==> src/rtl/qrv_sqrt.sv <==
module qrv_sqrt #(
   parameter int X_W = 65
) (
   input  logic                     clock,
   input  logic [X_W-1:0]           rad,
   output logic [(X_W+1)/2-1:0]     root
);
   localparam int R_W  = (X_W + 1) / 2;
   localparam int RM_W = R_W + 2;
   localparam int P_W  = 2 * R_W;

   // One result bit per stage; stage i holds the partial root after i+1 digits.
   logic [RM_W-1:0] rem_ff  [0:R_W-1];
   logic [R_W-1:0]  root_ff [0:R_W-1];
   logic [P_W-1:0]  rad_ff  [0:R_W-1];

   genvar i;
   for (i = 0; i < R_W; i++) begin : g_step
      logic [RM_W-1:0] rem_src;
      logic [R_W-1:0]  root_src;
      logic [P_W-1:0]  rad_src;
      logic [RM_W+1:0] cand;
      logic [RM_W+1:0] trial;
      logic [RM_W-1:0] rem_in;
      logic [R_W-1:0]  root_in;

      if (i == 0) begin : g_first
         assign rem_src  = '0;
         assign root_src = '0;
         assign rad_src  = P_W'(rad);
      end else begin : g_next
         assign rem_src  = rem_ff[i-1];
         assign root_src = root_ff[i-1];
         assign rad_src  = rad_ff[i-1];
      end

      always_comb begin
         cand  = {rem_src, rad_src[P_W-1 -: 2]};
         trial = (RM_W + 2)'({root_src, 2'b01});
         if (cand >= trial) begin
            rem_in  = RM_W'(cand - trial);
            root_in = {root_src[R_W-2:0], 1'b1};
         end else begin
            rem_in  = RM_W'(cand);
            root_in = {root_src[R_W-2:0], 1'b0};
         end
      end

      always_ff @(posedge clock) begin
         rem_ff[i]  <= rem_in;
         root_ff[i] <= root_in;
         rad_ff[i]  <= {rad_src[P_W-3:0], 2'b00};
      end
   end

   assign root = root_ff[R_W-1];

endmodule

==> config.mk <==
export PLATFORM = sky130hd
export DESIGN_NAME = qrv_sqrt
export DESIGN_NICKNAME = d
export VERILOG_FILES = /design/src/rtl/qrv_sqrt.sv
export SDC_FILE = /design/constraint.sdc
export NUM_CORES = 2
export LEC_CHECK = 0
export ABC_CLOCK_PERIOD_IN_PS = 5030
export BUFFER_PORTS_ARGS = -buffer_cell sky130_fd_sc_hd__buf_2
export CORE_AREA = 2 2 498 500
export DETAILED_ROUTE_END_ITERATION = 10
export DIE_AREA = 0 0 500 502
export GPL_ROUTABILITY_DRIVEN = 1
export PLACE_DENSITY = 0.55
export SETUP_SLACK_MARGIN = 0.02
export SLEW_MARGIN = 0
export SYNTH_ARGS = -nofsm -noshare
export SYNTH_HDL_FRONTEND = slang
export SYNTH_MEMORY_MAX_BITS = 65536
export SYNTH_SLANG_ARGS = --single-unit
==> constraint.sdc <==
create_clock -name clock -period 5.03 [get_ports clock]
set_input_delay 0.503 -clock clock [delete_from_list [all_inputs] [get_ports clock]]
set_output_delay 0.503 -clock clock [all_outputs]
set_load 0.03 [all_outputs]
* Word level (Yosys, flattened, before mapping)
Memories as Yosys holds them, arrays and structs flattened.
Cells that the tools add are included.
** Operators by class
- Magnitude comparators :: 33
- Muxes and demuxes :: 66
- Add/subtract/negate cells :: 33
** Operators by type and width (number)
- greater-or-equal comparator 37 x 35 -> 1 bit :: 32
- two-way mux 35 bit :: 33
- subtractor 35 bit :: 32
- two-way mux 1 bit :: 33
- subtractor 1 x 1 -> 2 bit, second input constant :: 1
- greater-or-equal comparator 1 bit, second input constant :: 1
** Storage, ports and cells
- Bits in registers :: 0
- Input bits :: 66
- Memories kept :: 3
- RAM bits :: 4356
** Memories
- rad_ff :: depth 33, width 64, read ports 32, clocked after Yosys merged registers in 0, write ports 33, line 15 : logic [P_W-1:0] rad_ff [0:R_W-1];
- rem_ff :: depth 33, width 35, read ports 32, clocked after Yosys merged registers in 0, write ports 33, line 13 : logic [RM_W-1:0] rem_ff [0:R_W-1];
- root_ff :: depth 33, width 33, read ports 33, clocked after Yosys merged registers in 0, write ports 33, line 14 : logic [R_W-1:0] root_ff [0:R_W-1];

* Logic depth before layout (Yosys ltp)
An unclocked memory read counts as a cell.
- Word-level depth :: 3
- Mapped depth :: 15
- Mapped depth without buffers :: 13

* Worst setup path before layout
No wires, ideal clock.
- Path kind :: register -> register
- Start :: memory root_ff[1][39] in the netlist's numbering
- End :: memory rem_ff[0][660] in the netlist's numbering
- Period minus slack after synthesis :: 3.505 ns
- Data required time :: 4.957 ns
- Setup slack :: 1.525 ns
- Cell stages (with the launch flop) :: 13
- Data arrival time :: 3.433 ns
- Path through :: dfxtp_1 -> inv_1 -> ha_1 -> and3_1 -> and3_1 -> a221oi_1 -> o211ai_1 -> a2111oi_0 -> o31ai_1 -> a2111oi_2 -> a221oi_1 -> nand3b_1 -> xnor2_1
** RTL lines (line)
- start: declaration :: 14
- end: declaration :: 13

==> reports/results.ini <==
[detailed_routing]
vias = 66105
drc = 0
drtIter0Drc = 3569
detail_route.wl_per_cell_um = 15.9
dr.pass1.iters = 5
via_per_inst = 4.93
finalWirelength_um = 213000
antenna_left = 0

[placed_design]
gp_congestion = 0.893
io_buffers = 98
dpl_worst_slack_ns = 1.01
dpl.hpwl_um = 162000
dpl_cell_area_um2 = 102000

[global_route]
grt_first_pass_wirelength_um = 342000
first_global_vias = 65262
grt-ovfl-total = 0
globalRouteTotalUtil_pct = 16.8
antenna_found_initial = 5
grt_max_degree = 61

[min_path]
hp-start = rad[23]
min_path_cells = 2
min_path_type = in2reg

[final_layout]
nFillCells = 22871
nets = 10624
multi_input_area_um2 = 40700
final_area_um2 = 113000
drive_above_1_share_pct = 7.53
finish.utilization_pct = 46.0
final-seq-area_um2 = 53600
area_growth_syn_to_layout_pct = 15.3

[clocking]
cts_resized = 0
clk_latency_ns = 0.91
cts.root.buffer_cell = clkbuf_16
path_clk_slew_ns = 0.06
cts_tree = built
hold_buffers = 65
cts_max_level = 5
cts_max_path_buffers = 4
clkSinkCount = 2679
cts_made_buffers = 298
cts_setup_buffers = 0

[synth]
syn_avg_cell_area_um2 = 10.1
synth_most_common_cell = dfxtp_1
yosys_warnings = 0
yosysSeqAreaShare_pct = 54.9
ys.flop_type = dfxtp_1
yosys.area.top_type = dfxtp_1
ys_ff_latch = 2679
synth_top_area_share_pct = 54.9
ys_types = 89
synth_common_cells = dfxtp_1, inv_1, nand2_1, ha_1, o21ai_0
synth_edf_count = 0
synth_async_sr_flop_share_pct = 0
synthCells = 9650
ys_top_cells_by_area = dfxtp_1, ha_1, xnor2_1
synth_nets = 10310
synth_area_um2 = 97800

[die]
die_area_um2 = 251000
initial_core_util_pct = 39.9
placementRows = 182
die_w_um = 500
coreArea_um2 = 245000
io_pins = 99
die_h_um = 502

[power_and_ir_drop]
clkPwrFrac_pct = 38.3
cellPowerDensity_nw_per_um2 = 504
p_seq_share_pct = 47.8
p_sw_share_pct = 26.9
p_comb_share_pct = 14.0
p_switching_w = 0.0153
ir_drop_v = 0.000314
p_leak_nw = 52.2
p_int_w = 0.0415

[sta]
tns_ns = 0
clock_skew_ns = 0.0750
slew-limit-headroom_pct = 26.2
min_period_ns = 4.11
period_share_pct = 81.6
hold_slack_ns = 0.216
rsz0062_at_grt = no
hold_viol = 0
tightestPinTransition_ns = 1.09
setup_viol = 0
drv_slew = 0
timing.fmax_mhz = 244
worst_slack_ns = 0.924

[worst_setup_path]
r2r-start = root_ff[1][39]$_DFF_P_
path_max_fanout = 36
startpoint = root_ff[1][39]$_DFF_P_
required_ns = 5.80
reg2reg_depth = 14
arrival_ns = 4.87
critPathCaptureType = register
critPathKind = reg2reg
critPathLaunchType = register

[run_status]
status = complete, no violations

[job]
drv_cap = 0

## layout by cell type, fill, tap and decap left out, drive strengths merged, types with 121 or more instances in the layout
cell / instances
buf: 132
inv: 789
nor2: 523
o21ai: 552
dfxtp: 2679
nor4: 124
xor2: 400
a21oi: 538
xnor2: 464
a21o: 266
nor3: 233
clkbuf: 392
nand3: 158
ha: 594
or3: 121
nand2: 730
nand2b: 132
## worst paths after layout
| kind | end | slack (ns) |
|---|---|---|
| max | rem_ff[0][664]$_DFF_P_ | 0.92 |
| min | rad_ff[0][23]$_DFF_P_ | 0.22 |
| max reg2reg | rem_ff[0][664]$_DFF_P_ | 0.92 |
| min reg2reg | rad_ff[0][667]$_DFF_P_ | 0.29 |
## cell families (layout without fill, tap and decap cells)
kind of cell               after synthesis  after routing  synth area share, %
DFF                                   2679           2679                 54.9
adders and majority gates              594            594                 7.60
xor gates and xnor gates               864            864                 7.74
buffers and inverters                  957           1488                 3.68
other                                    1              4              0.00384
and+or+nand+nor                       2524           2524                 12.8
muxes                                   81             81                0.912
AOI/OAI and AO/OA                     1950           1950                 12.4
## flip-flops by register name, summed over array words and instances, names as in the netlist
signal   count
rad_ff    1056
rem_ff    1062
root_ff    561
## metrics by stage
step           total power (W)  std cells
5_1_grt                 0.0598      13403
2_1_floorplan           0.0327       9650
6_report                0.0568      13404
4_1_cts                 0.0576      13401
3_3_place_gp            0.0354      12819
3_5_place_dp            0.0355      12819
## power groups by stage
stage | clock network [W] | logic, W | registers, W
after floorplan | 0 | 0.00621 | 0.0265
after detailed placement | 0 | 0.00787 | 0.0276
after global placement | 0 | 0.00777 | 0.0276
after global routing | 0.0233 | 0.00894 | 0.0275
after CTS | 0.0225 | 0.00797 | 0.0272
final | 0.0217 | 0.00794 | 0.0271
## per-layer routing
metal / track usage, % / vias to the layer above / wire, um
met1: 20.1 / 30790 / 92100
met3: 2.51 / 417 / 8420
met4: 6.11 / 0 / 6660
met5: 0 / - / 0
li1: - / 33645 / -
met2: 30.2 / 1253 / 106000
## layout make-up
cell class	count	share of cell area, %
inverter	774	2.58
clock buffer	392	7.44
multi-input combinational	6014	36.1
sequential	2679	47.6
tap	3220	3.57
clock inverter	125	1.42
antenna	3	0.00666
timing repair buffer	197	1.25
## critical path, stage by stage, from the launching register on
cell and delay (ns):
dfxtp_1 0.32, inv_1 0.04, ha_1 0.34, and3_1 0.24
and3_1 0.20, a221oi_1 0.45, o211ai_1 0.18, a2111oi_0 0.64
o31ai_1 0.27, a2111oi_4 0.39, buf_4 0.38, a221oi_1 0.09
buf_4 0.19, nand3_1 0.10, xnor2_1 0.12
No activity file was read; power rests on OpenSTA's default activity.
