===== config.mk =====
export PLATFORM = sky130hd
export DESIGN_NAME = qrv_div
export DESIGN_NICKNAME = d
export VERILOG_FILES = /design/src/rtl/qrv_pkg.sv /design/src/rtl/qrv_div.sv
export SDC_FILE = /design/constraint.sdc
export NUM_CORES = 2
export LEC_CHECK = 0
export BUFFER_PORTS_ARGS = -buffer_cell sky130_fd_sc_hd__buf_2
export CAP_MARGIN = 20
export CELL_PAD_IN_SITES_DETAIL_PLACEMENT = 0
export CELL_PAD_IN_SITES_GLOBAL_PLACEMENT = 1
export CORE_UTILIZATION = 50
export CTS_CLUSTER_DIAMETER = 50
export DETAILED_ROUTE_END_ITERATION = 6
export GPL_TIMING_DRIVEN = 1
export PLACE_DENSITY_LB_ADDON = 0.12
export SKIP_LAST_GASP = 1
export SYNTH_ARGS = -nofsm -noshare
export SYNTH_HDL_FRONTEND = slang
export SYNTH_SLANG_ARGS = --single-unit

===== constraint.sdc =====
create_clock -name clock -period 4.9 [get_ports clock]
set_input_delay 0.245 -clock clock [delete_from_list [all_inputs] [get_ports clock]]
set_output_delay 0.245 -clock clock [all_outputs]
set_load 0.01 [all_outputs]

===== src/rtl/qrv_pkg.sv =====
package qrv_pkg;

   // Default widths of the coefficient inputs and of the result fraction.
   localparam int IN_WIDTH_DEFAULT = 16;
   localparam int OUT_FRAC_DEFAULT = 16;

   // The coefficients are Q.8, whatever their total width.
   localparam int IN_FRAC_BITS = 8;

   // Every numeric result is a 32-bit two's complement word.
   localparam int OUT_WIDTH = 32;

   // One quotient bit beyond the result width is enough to detect clipping.
   localparam int QUOT_BITS = OUT_WIDTH + 1;

   typedef enum logic [1:0] {
      RK_NONE = 2'd0,
      RK_ONE  = 2'd1,
      RK_TWO  = 2'd2,
      RK_INF  = 2'd3
   } root_kind_type;

   typedef enum logic [1:0] {
      VK_NONE = 2'd0,
      VK_MIN  = 2'd1,
      VK_MAX  = 2'd2
   } vertex_kind_type;

endpackage


===== src/rtl/qrv_div.sv =====
module qrv_div #(
   parameter int NUM_W = 34,
   parameter int DEN_W = 17
) (
   input  logic                           clock,
   input  logic [NUM_W-1:0]               num,
   input  logic [DEN_W-1:0]               den,
   input  logic                           neg,
   output logic [qrv_pkg::OUT_WIDTH-1:0]  quot,
   output logic                           sat
);
   import qrv_pkg::*;

   localparam int QB    = QUOT_BITS;
   localparam int HI_W  = (NUM_W > QB) ? NUM_W - QB : 1;
   localparam int CMP_W = (HI_W > DEN_W) ? HI_W : DEN_W;
   localparam logic [QB-1:0] NEG_MAX = QB'(1) << (OUT_WIDTH - 1);
   localparam logic [QB-1:0] POS_MAX = NEG_MAX - QB'(1);

   logic [QB+HI_W-1:0] num_x;
   logic [HI_W-1:0]    hi;
   logic               over_in;

   // A quotient too wide for QB bits always clips, so it is caught up front.
   assign num_x   = (QB + HI_W)'(num);
   assign hi      = num_x[QB+HI_W-1:QB];
   assign over_in = CMP_W'(hi) >= CMP_W'(den);

   logic [DEN_W-1:0] rem_ff  [0:QB];
   logic [QB-1:0]    quo_ff  [0:QB];
   logic [QB-1:0]    low_ff  [0:QB];
   logic [DEN_W-1:0] den_ff  [0:QB];
   logic             neg_ff  [0:QB];
   logic             over_ff [0:QB];

   always_ff @(posedge clock) begin
      rem_ff[0]  <= over_in ? '0 : DEN_W'(hi);
      quo_ff[0]  <= '0;
      low_ff[0]  <= num_x[QB-1:0];
      den_ff[0]  <= den;
      neg_ff[0]  <= neg;
      over_ff[0] <= over_in;
   end

   // Restoring division, one quotient bit per stage.
   genvar i;
   for (i = 0; i < QB; i++) begin : g_step
      logic [DEN_W:0] part;
      logic [DEN_W:0] diff;
      logic           ge;

      assign part = {rem_ff[i], low_ff[i][QB-1]};
      assign diff = part - {1'b0, den_ff[i]};
      assign ge   = part >= {1'b0, den_ff[i]};

      always_ff @(posedge clock) begin
         rem_ff[i+1]  <= ge ? diff[DEN_W-1:0] : part[DEN_W-1:0];
         quo_ff[i+1]  <= {quo_ff[i][QB-2:0], ge};
         low_ff[i+1]  <= {low_ff[i][QB-2:0], 1'b0};
         den_ff[i+1]  <= den_ff[i];
         neg_ff[i+1]  <= neg_ff[i];
         over_ff[i+1] <= over_ff[i];
      end
   end

   logic [QB-1:0]        q;
   logic [OUT_WIDTH-1:0] quot_in;
   logic                 sat_in;
   logic [OUT_WIDTH-1:0] quot_ff;
   logic                 sat_ff;

   assign q = quo_ff[QB];

   always_comb begin
      if (neg_ff[QB]) begin
         sat_in  = over_ff[QB] || (q > NEG_MAX);
         quot_in = sat_in ? NEG_MAX[OUT_WIDTH-1:0] : OUT_WIDTH'(QB'(0) - q);
      end else begin
         sat_in  = over_ff[QB] || (q > POS_MAX);
         quot_in = sat_in ? POS_MAX[OUT_WIDTH-1:0] : q[OUT_WIDTH-1:0];
      end
   end

   always_ff @(posedge clock) begin
      quot_ff <= quot_in;
      sat_ff  <= sat_in;
   end

   assign quot = quot_ff;
   assign sat  = sat_ff;

endmodule


==> Word-level counts from Yosys, hierarchy flattened <==
Memory sizes are Yosys's and may differ from the RTL's.
Cells that the tools add are included.
{ "op_classes": {"reduce_logical": 2, "addsub": 34, "magnitude_cmp": 36, "muxes": 38} }
{ "ops": {"columns": ["operator", "count"], "rows": [
  ["$ge 18x17->1", 33],
  ["$mux 17", 33],
  ["$sub 17x17->17", 33],
  ["$mux 32", 3],
  ["$gt 33x31->1 const B", 1],
  ["$gt 33x32->1 const B", 1],
  ["$sub 1x32->32 const A", 1],
  ["$ge 1x17->1", 1],
  ["$logic_or 1x1->1", 2],
  ["$mux 1", 2]
]} }
{ "word_totals": {"n_memories": 6, "elab_cells": 118, "register_bits": 33, "ram_bits": 3468, "out_inout_bits": 33, "in_bits": 53} }
{ "mem_list": {"columns": ["name", "words", "width", "read_ports", "rd_ports_with_merged_regs", "wr", "line", "text"], "rows": [
  ["low_ff", 34, 33, 33, 0, 34, "qrv_div.sv:31", "logic [QB-1:0] low_ff [0:QB];"],
  ["quo_ff", 34, 33, 34, 0, 34, "qrv_div.sv:30", "logic [QB-1:0] quo_ff [0:QB];"],
  ["den_ff", 34, 17, 33, 0, 34, "qrv_div.sv:32", "logic [DEN_W-1:0] den_ff [0:QB];"],
  ["rem_ff", 34, 17, 33, 0, 34, "qrv_div.sv:29", "logic [DEN_W-1:0] rem_ff [0:QB];"],
  ["neg_ff", 34, 1, 34, 0, 34, "qrv_div.sv:33", "logic neg_ff [0:QB];"],
  ["over_ff", 34, 1, 34, 0, 34, "qrv_div.sv:34", "logic over_ff [0:QB];"]
]} }

==> Depth between registers and ports, before layout <==
{ "depth": {"ltp_word": 4, "ltp_mapped": 14, "mapped_depth_nobuf": 13} }

==> Worst setup path after synthesis <==
OpenSTA, ideal clock, no wires.
{ "synth_path": {"path_kind": "flip-flop to flip-flop", "from": "memory low_ff[24][32] (netlist bit)", "to": "memory rem_ff[25][10]", "arrival_ps": 2909, "period_less_slack_ps": 3029, "stages_incl_launch_ff": 12, "slack_ps": 1871, "required_ps": 4779, "n_path_buf": 1, "setup_time_ps": 121, "cell_sequence": "dfxtp_1 -> inv_1 -> ha_1 -> inv_1 -> fa_1 -> a21o_1 -> a21o_1 -> a21oi_1 -> a2111oi_0 -> nor4_2 -> buf_4 -> mux2_2"} }
{ "synth_rtl": {"columns": ["element", "line"], "rows": [
  ["start: declaration", "qrv_div.sv:31"],
  ["end: declaration", "qrv_div.sv:29"]
]} }

==> summary.md <==
| Metric | Value |
|---|---|
| DPL Wire Length | `around 110000 um` |
| Row count | `around 150` |
| Ys async rst share | `0%` |
| DP Cell Count | `slightly above 9000` |
| Hold wc startpoint | `num[5]` |
| Largest area contributor in the netlist | `dfxtp_1` |
| CP Data Required Time | `5.55 ns` |
| Post-synth top area share | `58.3%` |
| Post-CTS resize count | `0` |
| Root Buffer | `clkbuf_16` |
| Hold Crit Endpoint | `low_ff[0][5]` |
| Commonest cells post-synth | `dfxtp_1, inv_1, ha_1` |
| Synthesized flop and latch total | `~2300` |
| Via Count | `47900` |
| R2R Path End | `rem_ff[10][16]` |
| Final Cycle Share | `between 70% and 80%` |
| Synth warnings | `0` |
| Area contributors post-synth | `dfxtp_1, ha_1, mux2_2` |
| Final cell count without fillers | `9605` |
| Fill cells | `~13000` |
| Clk pin slew, worst setup/hold paths | `0.06 ns` |
| # diodes | `0` |
| Outcome | `finished, final reports clean` |
| Post-route antenna net violation count | `0` |
| Clock Tree Buf Depth | `3` |
| Die Ht | `around 400 um` |
| Via-to-Cell Ratio | `~5` |
| Flop2flop setup slack | `1.19 ns` |
| Core outline area | `~0.16 mm2` |
| Leak | `41.7 nW` |
| Synth cell types | `a little over 90` |
| Setup crit start kind | `flip-flop` |
| Post-Syn Nets | `~7600` |
| Clk sinks | `~2300` |
| CTS tree | `yes` |
| Clock Latency Late Sink | `about 0.86 ns` |
| Mapped Cells | `between 6000 and 7000` |
| Main synth FF type | `dfxtp_1` |
| GRT Total Usage | `between 10% and 20%` |
| Cell with the most instances after synthesis | `dfxtp_1` |
| Worst Path Max Fanout | `18` |
| Number of synthesized flops with an enable pin | `0` |
| Initial DRC count | `between 2000 and 2500` |
| Initial antenna violation count | `1` |
| Total CTS buffers | `about 230` |
| Largest net degree at the start of global routing | `34` |
| Worst-margin pin slew | `between 1 and 1.5 ns` |
| Max Clk Rate | `0.270 GHz` |
| Max-cap violations | `0` |
| I/O Pins | `86` |
| Share of layout cells above drive strength 1 | `about an eighth` |
| Initial core utilization | `between 50% and 60%` |
| Setup Skew | `around 0.093 ns` |
| First-pass detailed-route iteration total | `5` |
| Worst r2r src | `low_ff[9][32]` |
| Multi-input gate area | `a little over 0.03 mm2` |
| HP Class | `primary input to flip-flop` |
| H-tree depth | `4` |
| Die area | `between 0.15 and 0.2 mm2` |
| RSZ-0062 raised after global routing | `no` |
| Worst VDD drop | `around 0.00043 V` |
| Hold Fails Final Rpt | `0` |
| Post-Place Cell Area | `between 0.08 and 0.09 mm2` |
| Synth-to-Final Area Change | `15.1%` |
| Mapped Area | `between 0.08 and 0.09 mm2` |
| WP data arrival | `4.36 ns` |
| Worst Setup End Kind | `flip-flop` |
| Setup violators final | `0` |
| Final net count | `approximately 8000` |
| Hold depth | `2` |
| Register area share after synthesis | `approximately 58%` |
| Vias in the first global route | `47500` |
| Place WS | `approximately 1.3 ns` |
| FF-to-FF path depth | `12` |
| Syn_area_per_cell | `around 11 um2` |
| # Post-CTS Setup Buffers | `0` |
| PD cells | `about 650 mW/mm2` |
| Non-Filler Cell Area, Final | `about 0.09 mm2` |
| DRC Markers | `0` |
| Global-route wire length before repair | `between 200000 and 250000 um` |
| Final WS setup | `about 1.2 ns` |
| Wire per inst | `15.6 um` |
| Crit path time final | `roughly 3.7 ns` |
| Die X | `roughly 400 um` |
| WL final | `~150000 um` |
| Port Buffers | `85` |
| Final GP Congestion | `around 0.86` |
| Hold buffer count at cts | `between 80 and 90` |
| Grt total ovfl | `0` |
| Slew headroom | `a little under a quarter` |
| Fin Setup TNS | `0 ns` |
| Final max-slew violation count | `0` |
| Critical path class | `flip-flop to flip-flop` |
| Register area | `between 0.04 and 0.05 mm2` |
[how the worst max path moves through the flow]
stage                         startpoint              to  slack (ns)  depth (start not counted)
after floorplan           low_ff[24][32]  rem_ff[25][10]        1.87                         11
after global placement     den_ff[14][0]   rem_ff[15][2]        1.16                         11
after detailed placement   den_ff[14][0]   rem_ff[15][2]        1.26                         11
after CTS                   den_ff[9][0]  rem_ff[10][16]        1.21                         11
after global routing      low_ff[10][32]   rem_ff[11][8]        0.96                         12
final                      low_ff[9][32]  rem_ff[10][16]        1.19                         12
[power breakdown]
| part | switching (mW) | internal [mW] |
|---|---|---|
| clock | 7.45 | 11.3 |
| combinational | 8.75 | 8.32 |
| sequential | 1.87 | 22.4 |
| total | 18.1 | 42.0 |
[layer usage]
layer	vias up	GRT usage (%)	share of wire [%]
li1	24700	-	-
met1	22200	24.2	47
met2	743	30.8	47
met3	267	2.93	3.6
met4	0	6.19	2.9
met5	-	0	0
[cell families after synthesis]
kind of cell,count (synthesis),synth area share [%]
multiplexers,417,5.83
AND/OR/NAND/NOR,1061,6.60
AO/OA/AOI/OAI,1409,11.5
flip-flops,2329,58.3
XOR/XNOR,421,4.61
buffers and inverters,781,3.78
adder cells (fa/ha/maj),581,9.38
[state kept, by name, indices dropped and copies added, names as in the netlist]
register	count
quo_ff	561
neg_ff	34
sat	1
quot	32
den_ff	561
over_ff	34
rem_ff	545
low_ff	561
[through the flow]
step	power [mW]	hold slack, ns	utilization [%]
floorplan	37.5	0.273	-
global placement	41.4	0.309	52.2
detailed placement	41.6	0.312	52.2
CTS	60.8	0.00140	58.1
global route	63.8	0.0215	58.1
finish	60.1	0.0749	58.1
[cells in the final DEF, fill, tap and decap left out, types with 32 or more instances in the layout]
master         netlist  routed
xnor2_1            293     293
nand3_1             57      57
clkbuf_8             0      37
nand2b_1            62      62
or3_1               39      39
inv_1              700     700
buf_2               23      85
xor2_1             128     128
o21bai_1            79      79
mux2i_1             33      33
mux2_2             380     380
nor2_1             253     253
and3_1              43      43
a21oi_1            409     407
dlygate4sd3_1        0      84
dfxtp_1           2329    2329
nand4_1             84      84
clkbuf_16            0     234
nand2_1            259     259
a211oi_1            55      55
bufinv_16            0      36
clkinv_2             0      32
nor3_1              95      95
o31ai_1             32      32
clkbuf_1            42      39
o21ai_0            254     253
nor2b_1             55      55
a31oi_1             48      47
fa_1                32      32
a21o_1             213     213
ha_1               549     549
o21a_1              63      63
[critical path, stage by stage, from the launching register on]
cell and delay [ns]:
dfxtp_1 0.30, inv_1 0.06, ha_1 0.16, inv_1 0.05
fa_1 0.42, a211oi_1 0.31, o21ai_0 0.24, a21oi_1 0.41
o31a_1 0.26, o21ai_0 0.10, a21o_1 0.22, a31oi_4 0.61
mux2_2 0.41
[cell type report]
cell class / count / area share [%]
tap: 2072 / 2.81
timing repair buffer: 182 / 1.50
clock buffer: 310 / 7.07
sequential: 2329 / 50.6
multi-input combinational: 3889 / 33.0
clock inverter: 122 / 2.16
inverter: 701 / 2.86
Note: power is estimated with default switching activity, not from simulation.
